--- src/rtl/bsp_pkg.sv ---
// Shared types, constants and a helper function for the brush segment polygon block.
package bsp_pkg;

	localparam int COORD_BITS = 16;
	localparam int CW         = COORD_BITS;
	localparam int XW         = CW + 1;
	localparam int YW         = CW + 2;
	localparam int SCROLL_W   = 16;
	localparam int YCW        = (YW > SCROLL_W + 1) ? YW : SCROLL_W + 1;
	localparam int WIDTH_W    = 8;
	localparam int OFF_W      = WIDTH_W + 1;

	// delta magnitude and the 2a-b terms of the sector test
	localparam int AW     = CW + 1;
	localparam int TW     = CW + 2;
	localparam int SQA_W  = 2 * AW;
	localparam int SQT_W  = 2 * TW;

	localparam int IN_DATA_W  = ((2 * CW + WIDTH_W + 7) / 8) * 8;
	localparam int OUT_DATA_W = ((XW + YW + 7) / 8) * 8;

	localparam int NUM_SECT  = 12;
	localparam int SECT_W    = 4;
	localparam int NUM_VERT  = 14;
	localparam int HALF_VERT = 7;
	localparam int IDX_W     = 4;

	// v = floor(w * 1732 / 2000) as (w * V_RECIP) >> V_SHIFT
	localparam int V_SHIFT = 20;
	localparam logic [V_SHIFT-1:0] V_RECIP = V_SHIFT'((1732 * (2 ** V_SHIFT) + 1999) / 2000);

	localparam int QDEPTH = 4;
	localparam int QPTR_W = 2;

	typedef enum logic [1:0] {
		QUAD_0 = 2'd0,
		QUAD_1 = 2'd1,
		QUAD_2 = 2'd2,
		QUAD_3 = 2'd3
	} quad_t;

	localparam logic [1:0] MAG_ZERO = 2'd0;
	localparam logic [1:0] MAG_U    = 2'd1;
	localparam logic [1:0] MAG_V    = 2'd2;
	localparam logic [1:0] MAG_W    = 2'd3;

	typedef struct packed {
		logic       neg;
		logic [1:0] mag;
	} code_t;

	localparam code_t OC_Z  = '{neg: 1'b0, mag: MAG_ZERO};
	localparam code_t OC_PU = '{neg: 1'b0, mag: MAG_U};
	localparam code_t OC_PV = '{neg: 1'b0, mag: MAG_V};
	localparam code_t OC_PW = '{neg: 1'b0, mag: MAG_W};
	localparam code_t OC_NU = '{neg: 1'b1, mag: MAG_U};
	localparam code_t OC_NV = '{neg: 1'b1, mag: MAG_V};
	localparam code_t OC_NW = '{neg: 1'b1, mag: MAG_W};

	localparam code_t OFF_X [NUM_SECT] = '{OC_Z, OC_NU, OC_NV, OC_NW, OC_NV, OC_NU,
	                                       OC_Z, OC_PU, OC_PV, OC_PW, OC_PV, OC_PU};
	localparam code_t OFF_Y [NUM_SECT] = '{OC_PW, OC_PV, OC_PU, OC_Z, OC_NU, OC_NV,
	                                       OC_NW, OC_NV, OC_NU, OC_Z, OC_PU, OC_PV};

	// one sample segment as handed from the front to the back
	typedef struct packed {
		logic signed [CW-1:0] px;
		logic signed [CW-1:0] py;
		logic [WIDTH_W-1:0]   pu;
		logic [WIDTH_W-1:0]   pv;
		logic [WIDTH_W-1:0]   pw;
		logic signed [CW-1:0] cx;
		logic signed [CW-1:0] cy;
		logic [WIDTH_W-1:0]   cu;
		logic [WIDTH_W-1:0]   cv;
		logic [WIDTH_W-1:0]   cw;
		logic                 start;
		logic [SECT_W-1:0]    sect;
	} seg_t;

	function automatic logic signed [OFF_W-1:0] pick_off(code_t c, logic [WIDTH_W-1:0] u,
	                                                    logic [WIDTH_W-1:0] v,
	                                                    logic [WIDTH_W-1:0] w);
		logic [WIDTH_W-1:0] m;
		case (c.mag)
			MAG_ZERO: m = '0;
			MAG_U:    m = u;
			MAG_V:    m = v;
			default:  m = w;
		endcase
		pick_off = c.neg ? -$signed({1'b0, m}) : $signed({1'b0, m});
	endfunction

endpackage

--- src/rtl/bsp_front.sv ---
// Front part: accepts pen samples, keeps the previous point and finds the segment sector.
module bsp_front import bsp_pkg::*; (
	input  logic                 clk,
	input  logic                 arst_n,
	input  logic                 in_valid,
	output logic                 in_ready,
	input  logic [IN_DATA_W-1:0] in_data,
	input  logic                 in_start,
	output logic                 push,
	output seg_t                 push_data,
	input  logic                 q_full
);

	logic en;
	logic accept;
	logic v_s1, v_s2, v_s3, v_s4;

	logic signed [CW-1:0]    pos_x, pos_y;
	logic [WIDTH_W-1:0]      bw;
	logic signed [CW-1:0]    prev_x_q, prev_y_q;
	logic [WIDTH_W-1:0]      prev_w_q;

	// stage 1
	logic signed [CW-1:0]    cx_s1, cy_s1, px_s1, py_s1;
	logic [WIDTH_W-1:0]      cbw_s1, pbw_s1;
	logic                    start_s1;
	logic signed [CW:0]      dx_s1, dy_s1;

	// stage 2 combinational
	logic [AW-1:0]           ax, ay;
	logic signed [TW:0]      t1, t2;
	logic                    dx_pos, dy_pos;
	quad_t                   quad;
	logic [WIDTH_W-1:0]      pw_c, cw_c;

	// stage 2
	seg_t                    seg_s2;
	logic [AW-1:0]           ax_s2;
	logic [TW-1:0]           t1m_s2, t2m_s2;
	logic                    t1le0_s2, t2ge0_s2, gt_s2, ge_s2, zero_s2;
	quad_t                   quad_s2;

	// stage 3
	seg_t                    seg_v;
	seg_t                    seg_s3;
	logic [SQA_W-1:0]        a2_s3;
	logic [SQT_W-1:0]        t1sq_s3, t2sq_s3;
	logic                    t1le0_s3, t2ge0_s3, gt_s3, ge_s3, zero_s3;
	quad_t                   quad_s3;
	logic [WIDTH_W+V_SHIFT-1:0] pv_prod, cv_prod;

	// stage 4
	logic [SQT_W-1:0]        a3;
	logic                    c1, c2, c3;
	logic [1:0]              q;
	logic [SECT_W-1:0]       sect;
	seg_t                    seg_d;
	seg_t                    seg_s4;

	assign pos_x  = in_data[CW-1:0];
	assign pos_y  = in_data[2*CW-1:CW];
	assign bw     = in_data[2*CW+WIDTH_W-1:2*CW];

	// hold the whole pipe while the last stage cannot enter the queue
	assign en       = !(v_s4 && q_full);
	assign in_ready = en;
	assign accept   = in_valid && en;
	assign push     = v_s4 && !q_full;
	assign push_data = seg_s4;

	always_ff @(posedge clk or negedge arst_n) begin
		if (!arst_n) begin
			v_s1     <= 1'b0;
			v_s2     <= 1'b0;
			v_s3     <= 1'b0;
			v_s4     <= 1'b0;
			prev_x_q <= '0;
			prev_y_q <= '0;
			prev_w_q <= '0;
		end else if (en) begin
			v_s1 <= accept;
			v_s2 <= v_s1;
			v_s3 <= v_s2;
			v_s4 <= v_s3;
			if (accept) begin
				prev_x_q <= pos_x;
				prev_y_q <= pos_y;
				prev_w_q <= bw;
			end
		end
	end

	always_ff @(posedge clk) begin
		if (en) begin
			cx_s1    <= pos_x;
			cy_s1    <= pos_y;
			cbw_s1   <= bw;
			start_s1 <= in_start;
			px_s1    <= prev_x_q;
			py_s1    <= prev_y_q;
			pbw_s1   <= prev_w_q;
			dx_s1    <= (CW+1)'(pos_x) - (CW+1)'(prev_x_q);
			dy_s1    <= (CW+1)'(pos_y) - (CW+1)'(prev_y_q);
		end
	end

	always_comb begin
		ax     = AW'(dx_s1[CW] ? -dx_s1 : dx_s1);
		ay     = AW'(dy_s1[CW] ? -dy_s1 : dy_s1);
		t1     = $signed({1'b0, ax, 1'b0}) - $signed({2'b00, ay});
		t2     = $signed({2'b00, ay}) - $signed({1'b0, ax, 1'b0});
		dx_pos = !dx_s1[CW] && (dx_s1 != '0);
		dy_pos = !dy_s1[CW] && (dy_s1 != '0);
		if (dx_pos && !dy_s1[CW])
			quad = QUAD_0;
		else if (!dx_pos && dy_pos)
			quad = QUAD_1;
		else if (dx_s1[CW] && !dy_pos)
			quad = QUAD_2;
		else
			quad = QUAD_3;
		pw_c = (pbw_s1 == '0) ? WIDTH_W'(1) : pbw_s1;
		cw_c = (cbw_s1 == '0) ? WIDTH_W'(1) : cbw_s1;
	end

	always_ff @(posedge clk) begin
		if (en) begin
			seg_s2.px    <= px_s1;
			seg_s2.py    <= py_s1;
			seg_s2.pw    <= pw_c;
			seg_s2.pu    <= (pw_c[WIDTH_W-1:1] == '0) ? WIDTH_W'(1) : WIDTH_W'(pw_c >> 1);
			seg_s2.pv    <= '0;
			seg_s2.cx    <= cx_s1;
			seg_s2.cy    <= cy_s1;
			seg_s2.cw    <= cw_c;
			seg_s2.cu    <= (cw_c[WIDTH_W-1:1] == '0) ? WIDTH_W'(1) : WIDTH_W'(cw_c >> 1);
			seg_s2.cv    <= '0;
			seg_s2.start <= start_s1;
			seg_s2.sect  <= '0;
			ax_s2        <= ax;
			t1m_s2       <= t1[TW-1:0];
			t2m_s2       <= t2[TW-1:0];
			t1le0_s2     <= t1[TW] || (t1 == '0);
			t2ge0_s2     <= !t2[TW];
			gt_s2        <= ay > ax;
			ge_s2        <= ay >= ax;
			zero_s2      <= (dx_s1 == '0) && (dy_s1 == '0);
			quad_s2      <= quad;
		end
	end

	assign pv_prod = seg_s2.pw * V_RECIP;
	assign cv_prod = seg_s2.cw * V_RECIP;

	always_comb begin
		seg_v    = seg_s2;
		seg_v.pv = pv_prod[WIDTH_W+V_SHIFT-1:V_SHIFT];
		seg_v.cv = cv_prod[WIDTH_W+V_SHIFT-1:V_SHIFT];
	end

	always_ff @(posedge clk) begin
		if (en) begin
			seg_s3    <= seg_v;
			a2_s3     <= ax_s2 * ax_s2;
			t1sq_s3   <= t1m_s2 * t1m_s2;
			t2sq_s3   <= t2m_s2 * t2m_s2;
			t1le0_s3  <= t1le0_s2;
			t2ge0_s3  <= t2ge0_s2;
			gt_s3     <= gt_s2;
			ge_s3     <= ge_s2;
			zero_s3   <= zero_s2;
			quad_s3   <= quad_s2;
		end
	end

	// boundaries at 15, 45 and 75 degrees within the quadrant
	always_comb begin
		a3 = SQT_W'(a2_s3) + SQT_W'({a2_s3, 1'b0});
		c1 = t1le0_s3 || (a3 >= t1sq_s3);
		c2 = (quad_s3 == QUAD_1 || quad_s3 == QUAD_3) ? gt_s3 : ge_s3;
		c3 = t2ge0_s3 && (a3 <= t2sq_s3);
		if (c3)
			q = 2'd3;
		else if (c2)
			q = 2'd2;
		else if (c1)
			q = 2'd1;
		else
			q = 2'd0;
		if (zero_s3) begin
			sect = '0;
		end else begin
			case (quad_s3)
				QUAD_0:  sect = SECT_W'(q);
				QUAD_1:  sect = SECT_W'(NUM_SECT / 2) - SECT_W'(q);
				QUAD_2:  sect = SECT_W'(NUM_SECT / 2) + SECT_W'(q);
				QUAD_3:  sect = (q == 2'd0) ? '0 : SECT_W'(NUM_SECT) - SECT_W'(q);
				default: sect = '0;
			endcase
		end
		seg_d      = seg_s3;
		seg_d.sect = sect;
	end

	always_ff @(posedge clk) begin
		if (en)
			seg_s4 <= seg_d;
	end

endmodule

--- src/rtl/bsp_queue.sv ---
// Short segment queue between the front and the back.
module bsp_queue import bsp_pkg::*; (
	input  logic clk,
	input  logic arst_n,
	input  logic push,
	input  seg_t push_data,
	output logic full,
	output logic valid,
	output seg_t data,
	input  logic pop
);

	seg_t            mem_q [QDEPTH];
	logic [QPTR_W-1:0] wr_ptr_q, rd_ptr_q;
	logic [QPTR_W:0]   count_q;

	assign full  = count_q == (QPTR_W+1)'(QDEPTH);
	assign valid = count_q != '0;
	assign data  = mem_q[rd_ptr_q];

	always_ff @(posedge clk or negedge arst_n) begin
		if (!arst_n) begin
			wr_ptr_q <= '0;
			rd_ptr_q <= '0;
			count_q  <= '0;
		end else begin
			if (push)
				wr_ptr_q <= wr_ptr_q + QPTR_W'(1);
			if (pop)
				rd_ptr_q <= rd_ptr_q + QPTR_W'(1);
			if (push && !pop)
				count_q <= count_q + (QPTR_W+1)'(1);
			else if (pop && !push)
				count_q <= count_q - (QPTR_W+1)'(1);
		end
	end

	always_ff @(posedge clk) begin
		if (push)
			mem_q[wr_ptr_q] <= push_data;
	end

endmodule

--- src/rtl/bsp_back.sv ---
// Back part: walks the fourteen vertices of one segment into the output register.
module bsp_back import bsp_pkg::*; (
	input  logic                         clk,
	input  logic                         arst_n,
	input  logic                         q_valid,
	input  seg_t                         q_data,
	output logic                         q_pop,
	input  logic signed [SCROLL_W-1:0]   scroll,
	output logic                         out_valid,
	input  logic                         out_ready,
	output logic [OUT_DATA_W-1:0]        out_data,
	output logic                         out_last
);

	seg_t                   ent_q;
	logic                   busy_q;
	logic [IDX_W-1:0]       idx_q;
	logic [SECT_W-1:0]      k_q;
	logic                   ov_q;
	logic                   olast_q;
	logic signed [XW-1:0]   ox_q;
	logic signed [YW-1:0]   oy_q;

	logic                   out_free, emit, done;
	logic                   use_prev;
	logic signed [CW-1:0]   bx, by;
	logic [WIDTH_W-1:0]     su, sv, sw;
	logic signed [OFF_W-1:0] offx, offy;
	logic signed [XW-1:0]   vx;
	logic signed [YCW-1:0]  vy;

	assign out_free = !ov_q || out_ready;
	assign emit     = busy_q && out_free;
	assign done     = emit && (idx_q == IDX_W'(NUM_VERT - 1));
	assign q_pop    = q_valid && (!busy_q || done);

	always_comb begin
		use_prev = !ent_q.start && (idx_q < IDX_W'(HALF_VERT));
		bx   = use_prev ? ent_q.px : ent_q.cx;
		by   = use_prev ? ent_q.py : ent_q.cy;
		su   = use_prev ? ent_q.pu : ent_q.cu;
		sv   = use_prev ? ent_q.pv : ent_q.cv;
		sw   = use_prev ? ent_q.pw : ent_q.cw;
		offx = pick_off(OFF_X[k_q], su, sv, sw);
		offy = pick_off(OFF_Y[k_q], su, sv, sw);
		// previous point takes the offsets added, current point subtracted
		vx   = XW'(bx) + (use_prev ? XW'(offx) : -XW'(offx));
		vy   = YCW'(by) + (use_prev ? YCW'(offy) : -YCW'(offy)) - YCW'(scroll);
	end

	always_ff @(posedge clk or negedge arst_n) begin
		if (!arst_n) begin
			busy_q <= 1'b0;
			idx_q  <= '0;
			k_q    <= '0;
			ov_q   <= 1'b0;
		end else begin
			if (q_pop) begin
				busy_q <= 1'b1;
				idx_q  <= '0;
				k_q    <= q_data.start ? '0 : q_data.sect;
			end else if (done) begin
				busy_q <= 1'b0;
			end else if (emit) begin
				idx_q <= idx_q + IDX_W'(1);
				// restart the offset walk for the current point
				if (!ent_q.start && idx_q == IDX_W'(HALF_VERT - 1))
					k_q <= ent_q.sect;
				else if (k_q == SECT_W'(NUM_SECT - 1))
					k_q <= '0;
				else
					k_q <= k_q + SECT_W'(1);
			end
			if (emit)
				ov_q <= 1'b1;
			else if (out_ready)
				ov_q <= 1'b0;
		end
	end

	always_ff @(posedge clk) begin
		if (q_pop)
			ent_q <= q_data;
		if (emit) begin
			ox_q    <= vx;
			oy_q    <= vy[YW-1:0];
			olast_q <= idx_q == IDX_W'(NUM_VERT - 1);
		end
	end

	assign out_valid = ov_q;
	assign out_last  = olast_q;
	assign out_data  = OUT_DATA_W'({oy_q, ox_q});

endmodule

--- src/rtl/brush_segment_polygon.sv ---
// Top level of the brush segment polygon generator: front, queue, back and scroll register.
//
//  channel   dir  handshake                       contents
//  s_axis    in   s_axis_tvalid / s_axis_tready   pen sample, stroke_start on tuser
//  m_axis    out  m_axis_tvalid / m_axis_tready   polygon vertex, last_vertex on tlast
//  cfg       in   cfg_we                          scroll_offset
//
// Each sample gives fourteen vertices, one per cycle while m_axis_tready is high; the
// vertex walk in the back part sets that rate. The first vertex passes the front pipeline,
// the queue and the back entry register. The front and back stall on their own through
// a four-entry queue. Reset clears the previous point, previous width and scroll to zero.
module brush_segment_polygon import bsp_pkg::*; (
	input  logic                        clk,
	input  logic                        arst_n,
	input  logic                        cfg_we,
	input  logic [SCROLL_W-1:0]         cfg_wdata,      // scroll_offset
	input  logic                        s_axis_tvalid,
	output logic                        s_axis_tready,
	input  logic [IN_DATA_W-1:0]        s_axis_tdata,   // pos_x, pos_y, brush_width
	input  logic                        s_axis_tuser,   // stroke_start
	output logic                        m_axis_tvalid,
	input  logic                        m_axis_tready,
	output logic [OUT_DATA_W-1:0]       m_axis_tdata,   // vertex_x, vertex_y
	output logic                        m_axis_tlast
);

	logic signed [SCROLL_W-1:0] scroll_q;
	logic push, q_full, q_valid, q_pop;
	seg_t push_data, q_data;

	always_ff @(posedge clk or negedge arst_n) begin
		if (!arst_n)
			scroll_q <= '0;
		else if (cfg_we)
			scroll_q <= cfg_wdata;
	end

	bsp_front u_front (
		.clk       (clk),
		.arst_n    (arst_n),
		.in_valid  (s_axis_tvalid),
		.in_ready  (s_axis_tready),
		.in_data   (s_axis_tdata),
		.in_start  (s_axis_tuser),
		.push      (push),
		.push_data (push_data),
		.q_full    (q_full)
	);

	bsp_queue u_queue (
		.clk       (clk),
		.arst_n    (arst_n),
		.push      (push),
		.push_data (push_data),
		.full      (q_full),
		.valid     (q_valid),
		.data      (q_data),
		.pop       (q_pop)
	);

	bsp_back u_back (
		.clk       (clk),
		.arst_n    (arst_n),
		.q_valid   (q_valid),
		.q_data    (q_data),
		.q_pop     (q_pop),
		.scroll    (scroll_q),
		.out_valid (m_axis_tvalid),
		.out_ready (m_axis_tready),
		.out_data  (m_axis_tdata),
		.out_last  (m_axis_tlast)
	);

endmodule

--- config.mk ---
export PLATFORM = sky130hd
export DESIGN_NAME = brush_segment_polygon
export DESIGN_NICKNAME = d
export VERILOG_FILES = /design/src/rtl/bsp_pkg.sv /design/src/rtl/bsp_front.sv /design/src/rtl/bsp_queue.sv /design/src/rtl/bsp_back.sv /design/src/rtl/brush_segment_polygon.sv
export SDC_FILE = /design/constraint.sdc
export NUM_CORES = 2
export LEC_CHECK = 0
export BUFFER_PORTS_ARGS = -buffer_cell sky130_fd_sc_hd__buf_2
export CORE_MARGIN = 2
export CORE_UTILIZATION = 58
export CTS_CLUSTER_DIAMETER = 80
export DETAILED_ROUTE_END_ITERATION = 6
export GPL_TIMING_DRIVEN = 0
export HOLD_SLACK_MARGIN = 0.02
export PLACE_DENSITY = 0.83
export SKIP_CTS_REPAIR_TIMING = 1
export SYNTH_ARGS = -nofsm -noshare
export SYNTH_HDL_FRONTEND = slang
export SYNTH_SLANG_ARGS = --single-unit
--- constraint.sdc ---
create_clock -name clk -period 22.3 [get_ports clk]
set_input_delay 6.69 -clock clk [delete_from_list [all_inputs] [get_ports clk]]
set_output_delay 6.69 -clock clk [all_outputs]
set_load 0.01 [all_outputs]
# After elaboration in Yosys (flattened, before gate mapping)
# Memories as Yosys holds them, arrays and structs flattened.
# Cells that the tools add are included.
# word_totals
romBits,96
memories,3
ff_bits,845
latchBits,0
ram_bits,468
word_cells,244
# memory_table
name,words,word_bits,rd,rd_ports_with_merged_regs,wr,line,text
u_queue.mem_q,4,117,1,0,1,bsp_queue.sv:13,seg_t mem_q [QDEPTH];
(no name shown),16,3,1,0,0,bsp_back.sv:44,"offx = pick_off(OFF_X[k_q], su, sv, sw);"
(no name shown),16,3,1,0,0,bsp_back.sv:45,"offy = pick_off(OFF_Y[k_q], su, sv, sw);"
# classes
n_shift,0
mul,5
n_mux,44
n_eq_ne,12
bitwise,2
div,0
order_cmp,6
add_sub_neg,23
reduce_logical,55
# op_table
op,n
18-bit by 18-bit multiplier with 36-bit output,2
8-bit by 20-bit multiplier with 28-bit output (second input constant),2
17-bit two-way mux,3
8-bit one-hot mux with 3 select lines,2
4-bit two-way mux,10
8-bit two-way mux,5
34-bit by 35-bit adder with 36-bit output,1
36-bit greater-or-equal comparator,1
36-bit less-or-equal comparator,1
17-bit zero test,2
17-bit by 17-bit multiplier with 34-bit output,1
17-bit negation,2
17-bit nonzero test,2
16-bit by 16-bit subtractor with 17-bit output,2
16-bit two-way mux,2
19-bit zero test,1
17-bit by 18-bit subtractor with 19-bit output,1
18-bit by 17-bit subtractor with 19-bit output,1
16-bit by 18-bit adder with 18-bit output,1
18-bit two-way mux,1
3-bit two-way mux,6
9-bit two-way mux,2
8-bit negation with 9-bit output,2
9-bit negation with 18-bit output,1
35 further kinds,93

# Depth between registers and ports, before layout
# logic_depth
ltp_word,12
mapped_depth,30

# Hierarchy
# From an unflattened synthesis, not the netlist that was laid out.
# hier_totals
hier_cells,6758
hier_area_um2,85459.5
# modules_own_cells
module,seq_area_each_um2,cells_per_inst,instances,area_per_inst_um2
bsp_front,19238.5,5261,1,57988.1
bsp_queue,14228.6,645,1,17372.9
bsp_back,4844.6,818,1,9449.1
brush_segment_polygon,400.4,34,1,649.4

# Least setup slack after synthesis
# Ideal clock, no wire load.
# synth_timing
path_type,register to output
from,register u_front.v_s4
to,output port s_axis_tready
slack_ps,679
arrival_time_ps,14931
path_stages_with_launch,2
path_buffers,0
required_ps,15610
cell_sequence,dfrtp_1 > nand3_1
# synth_between
elab_chain_len,2
# synth_lines
element,line,text
start: declaration,bsp_front.sv:16,"logic v_s1, v_s2, v_s3, v_s4;"
start signal: assignment,bsp_front.sv:84,v_s4 <= v_s3;
1-bit logical AND,bsp_front.sv:65,assign en = !(v_s4 && q_full);
1-bit zero test,bsp_front.sv:65,
end: declaration,brush_segment_polygon.sv:18,"output logic s_axis_tready,"
# No other way between the ends.

# Worst setup path after layout
# layout_timing
from,input port s_axis_tdata[0]
to,register u_front.dx_s1[14] (data pin)
# layout_between
elab_chain_len,1
# layout_lines
element,line,text
start: declaration,brush_segment_polygon.sv:19,"input logic [IN_DATA_W-1:0] s_axis_tdata,"
16-bit by 16-bit subtractor with 17-bit output,bsp_front.sv:102,dx_s1 <= (CW+1)'(pos_x) - (CW+1)'(prev_x_q);
end signal: assignment,bsp_front.sv:102,
end: declaration,bsp_front.sv:27,"logic signed [CW:0] dx_s1, dy_s1;"
# No other way between the ends.
# A chain may end at the register's enable or synchronous reset.

==> run metrics <==
status=complete, no violations; GPL Wtd Cong=0.923; DR DRC count=0; drt pass-1 iters=6; worst skew pair latency=0.78 ns; HP Class=register to register; Starting DRT DRC Count=4954; first-pass GRT wire length=311000 um; Multi-input gate area=0.0405 mm^2; Vias/cell=5.83; Yosys warning count=0; Final Hold Fails=0; Die ar.=0.149 mm^2; reg2reg start=u_back.k_q[0]; IO buf count=99; share of layout cells above drive strength 1=0.0798; cell taking the most area after synthesis=edfxtp_1; FF-to-FF End=u_back.ox_q[16]; Netlist cell types=93; vias in the first global route=55700; Clock Skew=0.0703 ns; Cells after DPL=8715; Slew Limit Fails=0; register area=0.0384 mm^2; Tot GR Track Use=0.272; Die H=386 um; row count=139; clock sink total=1292; top_reg_cell synth=edfxtp_1; wire length per cell=22.0 um; layout net count=8422; FF-to-FF path depth=28; Seq/Total Area, Yosys=0.455; CTS Buffer Depth=3; Mean Syn Cell Area=12.6 um^2; CP max FO=3; Max Clk Rate=105 MHz; DR vias=52200; final cell count without fillers=8951; Die Width=386 um; Period minus WS final=9.52 ns; Core ar.=0.144 mm^2; Root Driver=clkbuf_16; share of synthesized registers carrying an async set or reset=0.0596; HPWL after DPL=140000 um; # H-tree levels=3; Layout area overhead=9.10%; unrepaired setup endpoints after global routing=no; Critical Path RT=22.85 ns; setup TNS=0 ns; FILL cells=9991; grt total ovfl=0; Relative slew margins=0.195; FF+latch count, synth=1292; Setup CP Type=input port to register; Routed Antenna Nets=0; CTS Buf Count=121; Post-synth EDFFs=1215; most frequent cells in the layout=inv_1 (1281), edfxtp_1 (1215), fa_1 (738), ha_1 (687), nand2_1 (478); Slew @ Worst Pin=1.18 ns; Worst-path clk slew=0.07 ns; # setup viols final=0; synthesized cell area=0.0844 mm^2; Routed WL=197000 um; Worst EP arrival=10.07 ns; Hold WS=0.382 ns; Gate Count Post-Synth=6687; antenna violations before repair=14; crit path to=u_front.dx_s1[14]; Yosys top cell area share=0.432; # IOs=105; CP Capture Type=register; FF-to-FF setup slack=13.97 ns; CTS tree=done; synth top area cells=edfxtp_1 (43%), fa_1 (18%), ha_1 (10%); Critical Path Start=s_axis_tdata[0]; maximum number of pins on one net before global-route repair=69; final worst-path cycle share=0.427; max-cap violation count=0; most common cell after layout, fill and taps aside=inv_1; Worst Setup Start Kind=input port; Initial Utilization=0.586
area by class of cell:
type | count | share of cell area
Clock buffer | 155 | 0.0356
Multi-Input combinational cell | 3943 | 0.440
Inverter | 1282 | 0.0522
Antenna cell | 5 | 0.000136
Tap cell | 1903 | 0.0259
Clock inverter | 76 | 0.00959
Timing Repair Buffer | 121 | 0.0117
Buffer | 174 | 0.00789
Sequential cell | 1292 | 0.417
worst min-delay path by stage:
| stage | from | end | slack [ns] | depth (start not counted) |
|---|---|---|---|---|
| 2_1_floorplan | u_front.ge_s2 | u_front.ge_s3 | 0.40 | 0 |
| 3_3_place_gp | u_front.seg_d[92] | u_front.push_data[92] | 0.40 | 0 |
| 3_5_place_dp | u_front.seg_d[11] | u_front.push_data[11] | 0.40 | 0 |
| 4_1_cts | u_front.seg_s2[109] | u_front.seg_d[109] | 0.39 | 0 |
| 5_1_grt | u_front.py_s1[4] | u_front.seg_s2[89] | 0.39 | 0 |
| 6_report | u_front.seg_s2[109] | u_front.seg_d[109] | 0.38 | 0 |
kinds of logic (layout without fill, tap and decap cells):
| group | after synthesis | after routing | synth area share |
|---|---|---|---|
| xor gates and xnor gates | 279 | 279 | 0.0293 |
| AOI/OAI and AO/OA | 745 | 745 | 0.0577 |
| and+or+nand+nor | 1288 | 1288 | 0.0739 |
| buffers and inverters | 1456 | 1808 | 0.0656 |
| adders and majority gates | 1425 | 1425 | 0.277 |
| muxes | 200 | 200 | 0.0417 |
| DFF | 1292 | 1292 | 0.455 |
| other | 2 | 11 | 0.0000890 |
sequential cells by signal, indices dropped and copies added (netlist names), 16 cells and up:
register / count
scroll_q: 16
u_back.ent_q: 115
u_back.ox_q: 17
u_back.oy_q: 18
u_front.a2_s3: 33
u_front.ax_s2: 17
u_front.cx_s1: 16
u_front.cy_s1: 16
u_front.dx_s1: 17
u_front.dy_s1: 17
u_front.prev_x_q: 16
u_front.prev_y_q: 16
u_front.push_data: 115
u_front.px_s1: 16
u_front.py_s1: 16
u_front.seg_d: 111
u_front.seg_s2: 95
u_front.t1m_s2: 17
u_front.t1sq_s3: 34
u_front.t2m_s2: 18
u_front.t2sq_s3: 35
u_queue.mem_q: 460
routing by layer:
layer  vias to the layer above  part of all wire  GRT usage
li1                      23000                 -          -
met4                        14             0.049      0.119
met5                         -           0.00047          0
met1                     26200              0.38      0.339
met2                      2431              0.50      0.472
met3                       587             0.071     0.0419
worst max-delay path, stage by stage:
cell      delay (ns)
buf_2           0.15
inv_1           0.09
ha_1            0.24
fa_1            0.42
nor2b_1         0.13
o21ai_0         0.20
a21boi_0        0.45
o21ai_0         0.22
a21boi_0        0.34
o21ai_0         0.17
a21oi_1         0.30
o21ai_0         0.20
nand2b_1        0.18
a211oi_1        0.30
cell usage after synthesis, types with 23 or more instances:
master       n
inv_1     1281
edfxtp_1  1215
fa_1       738
ha_1       687
nand2_1    478
nor2_1     215
xnor2_1    209
and2_1     200
a21oi_1    194
o21ai_0    166
clkbuf_1   140
mux4_2     115
a21o_1     108
nor3_1      79
dfrtp_1     77
xor2_1      68
nor2b_1     62
nand3_1     61
mux2_2      46
nand2b_1    45
o21a_1      42
mux2i_1     36
nand4_1     29
o21bai_1    28
and3_1      26
or3_1       23
stage by stage:
step                utilization  instance area (um^2)  worst slack, ns
floorplan                     -                 84400            0.679
finish                    0.640                 92100            12.78
global route              0.640                 92100            12.62
CTS                       0.639                 92100            12.87
global placement          0.606                 87300           -11.02
detailed placement        0.611                 87900            12.58
Power is not shown: default switching activity piles up to over one toggle a cycle in this logic, so the estimate is an artifact.
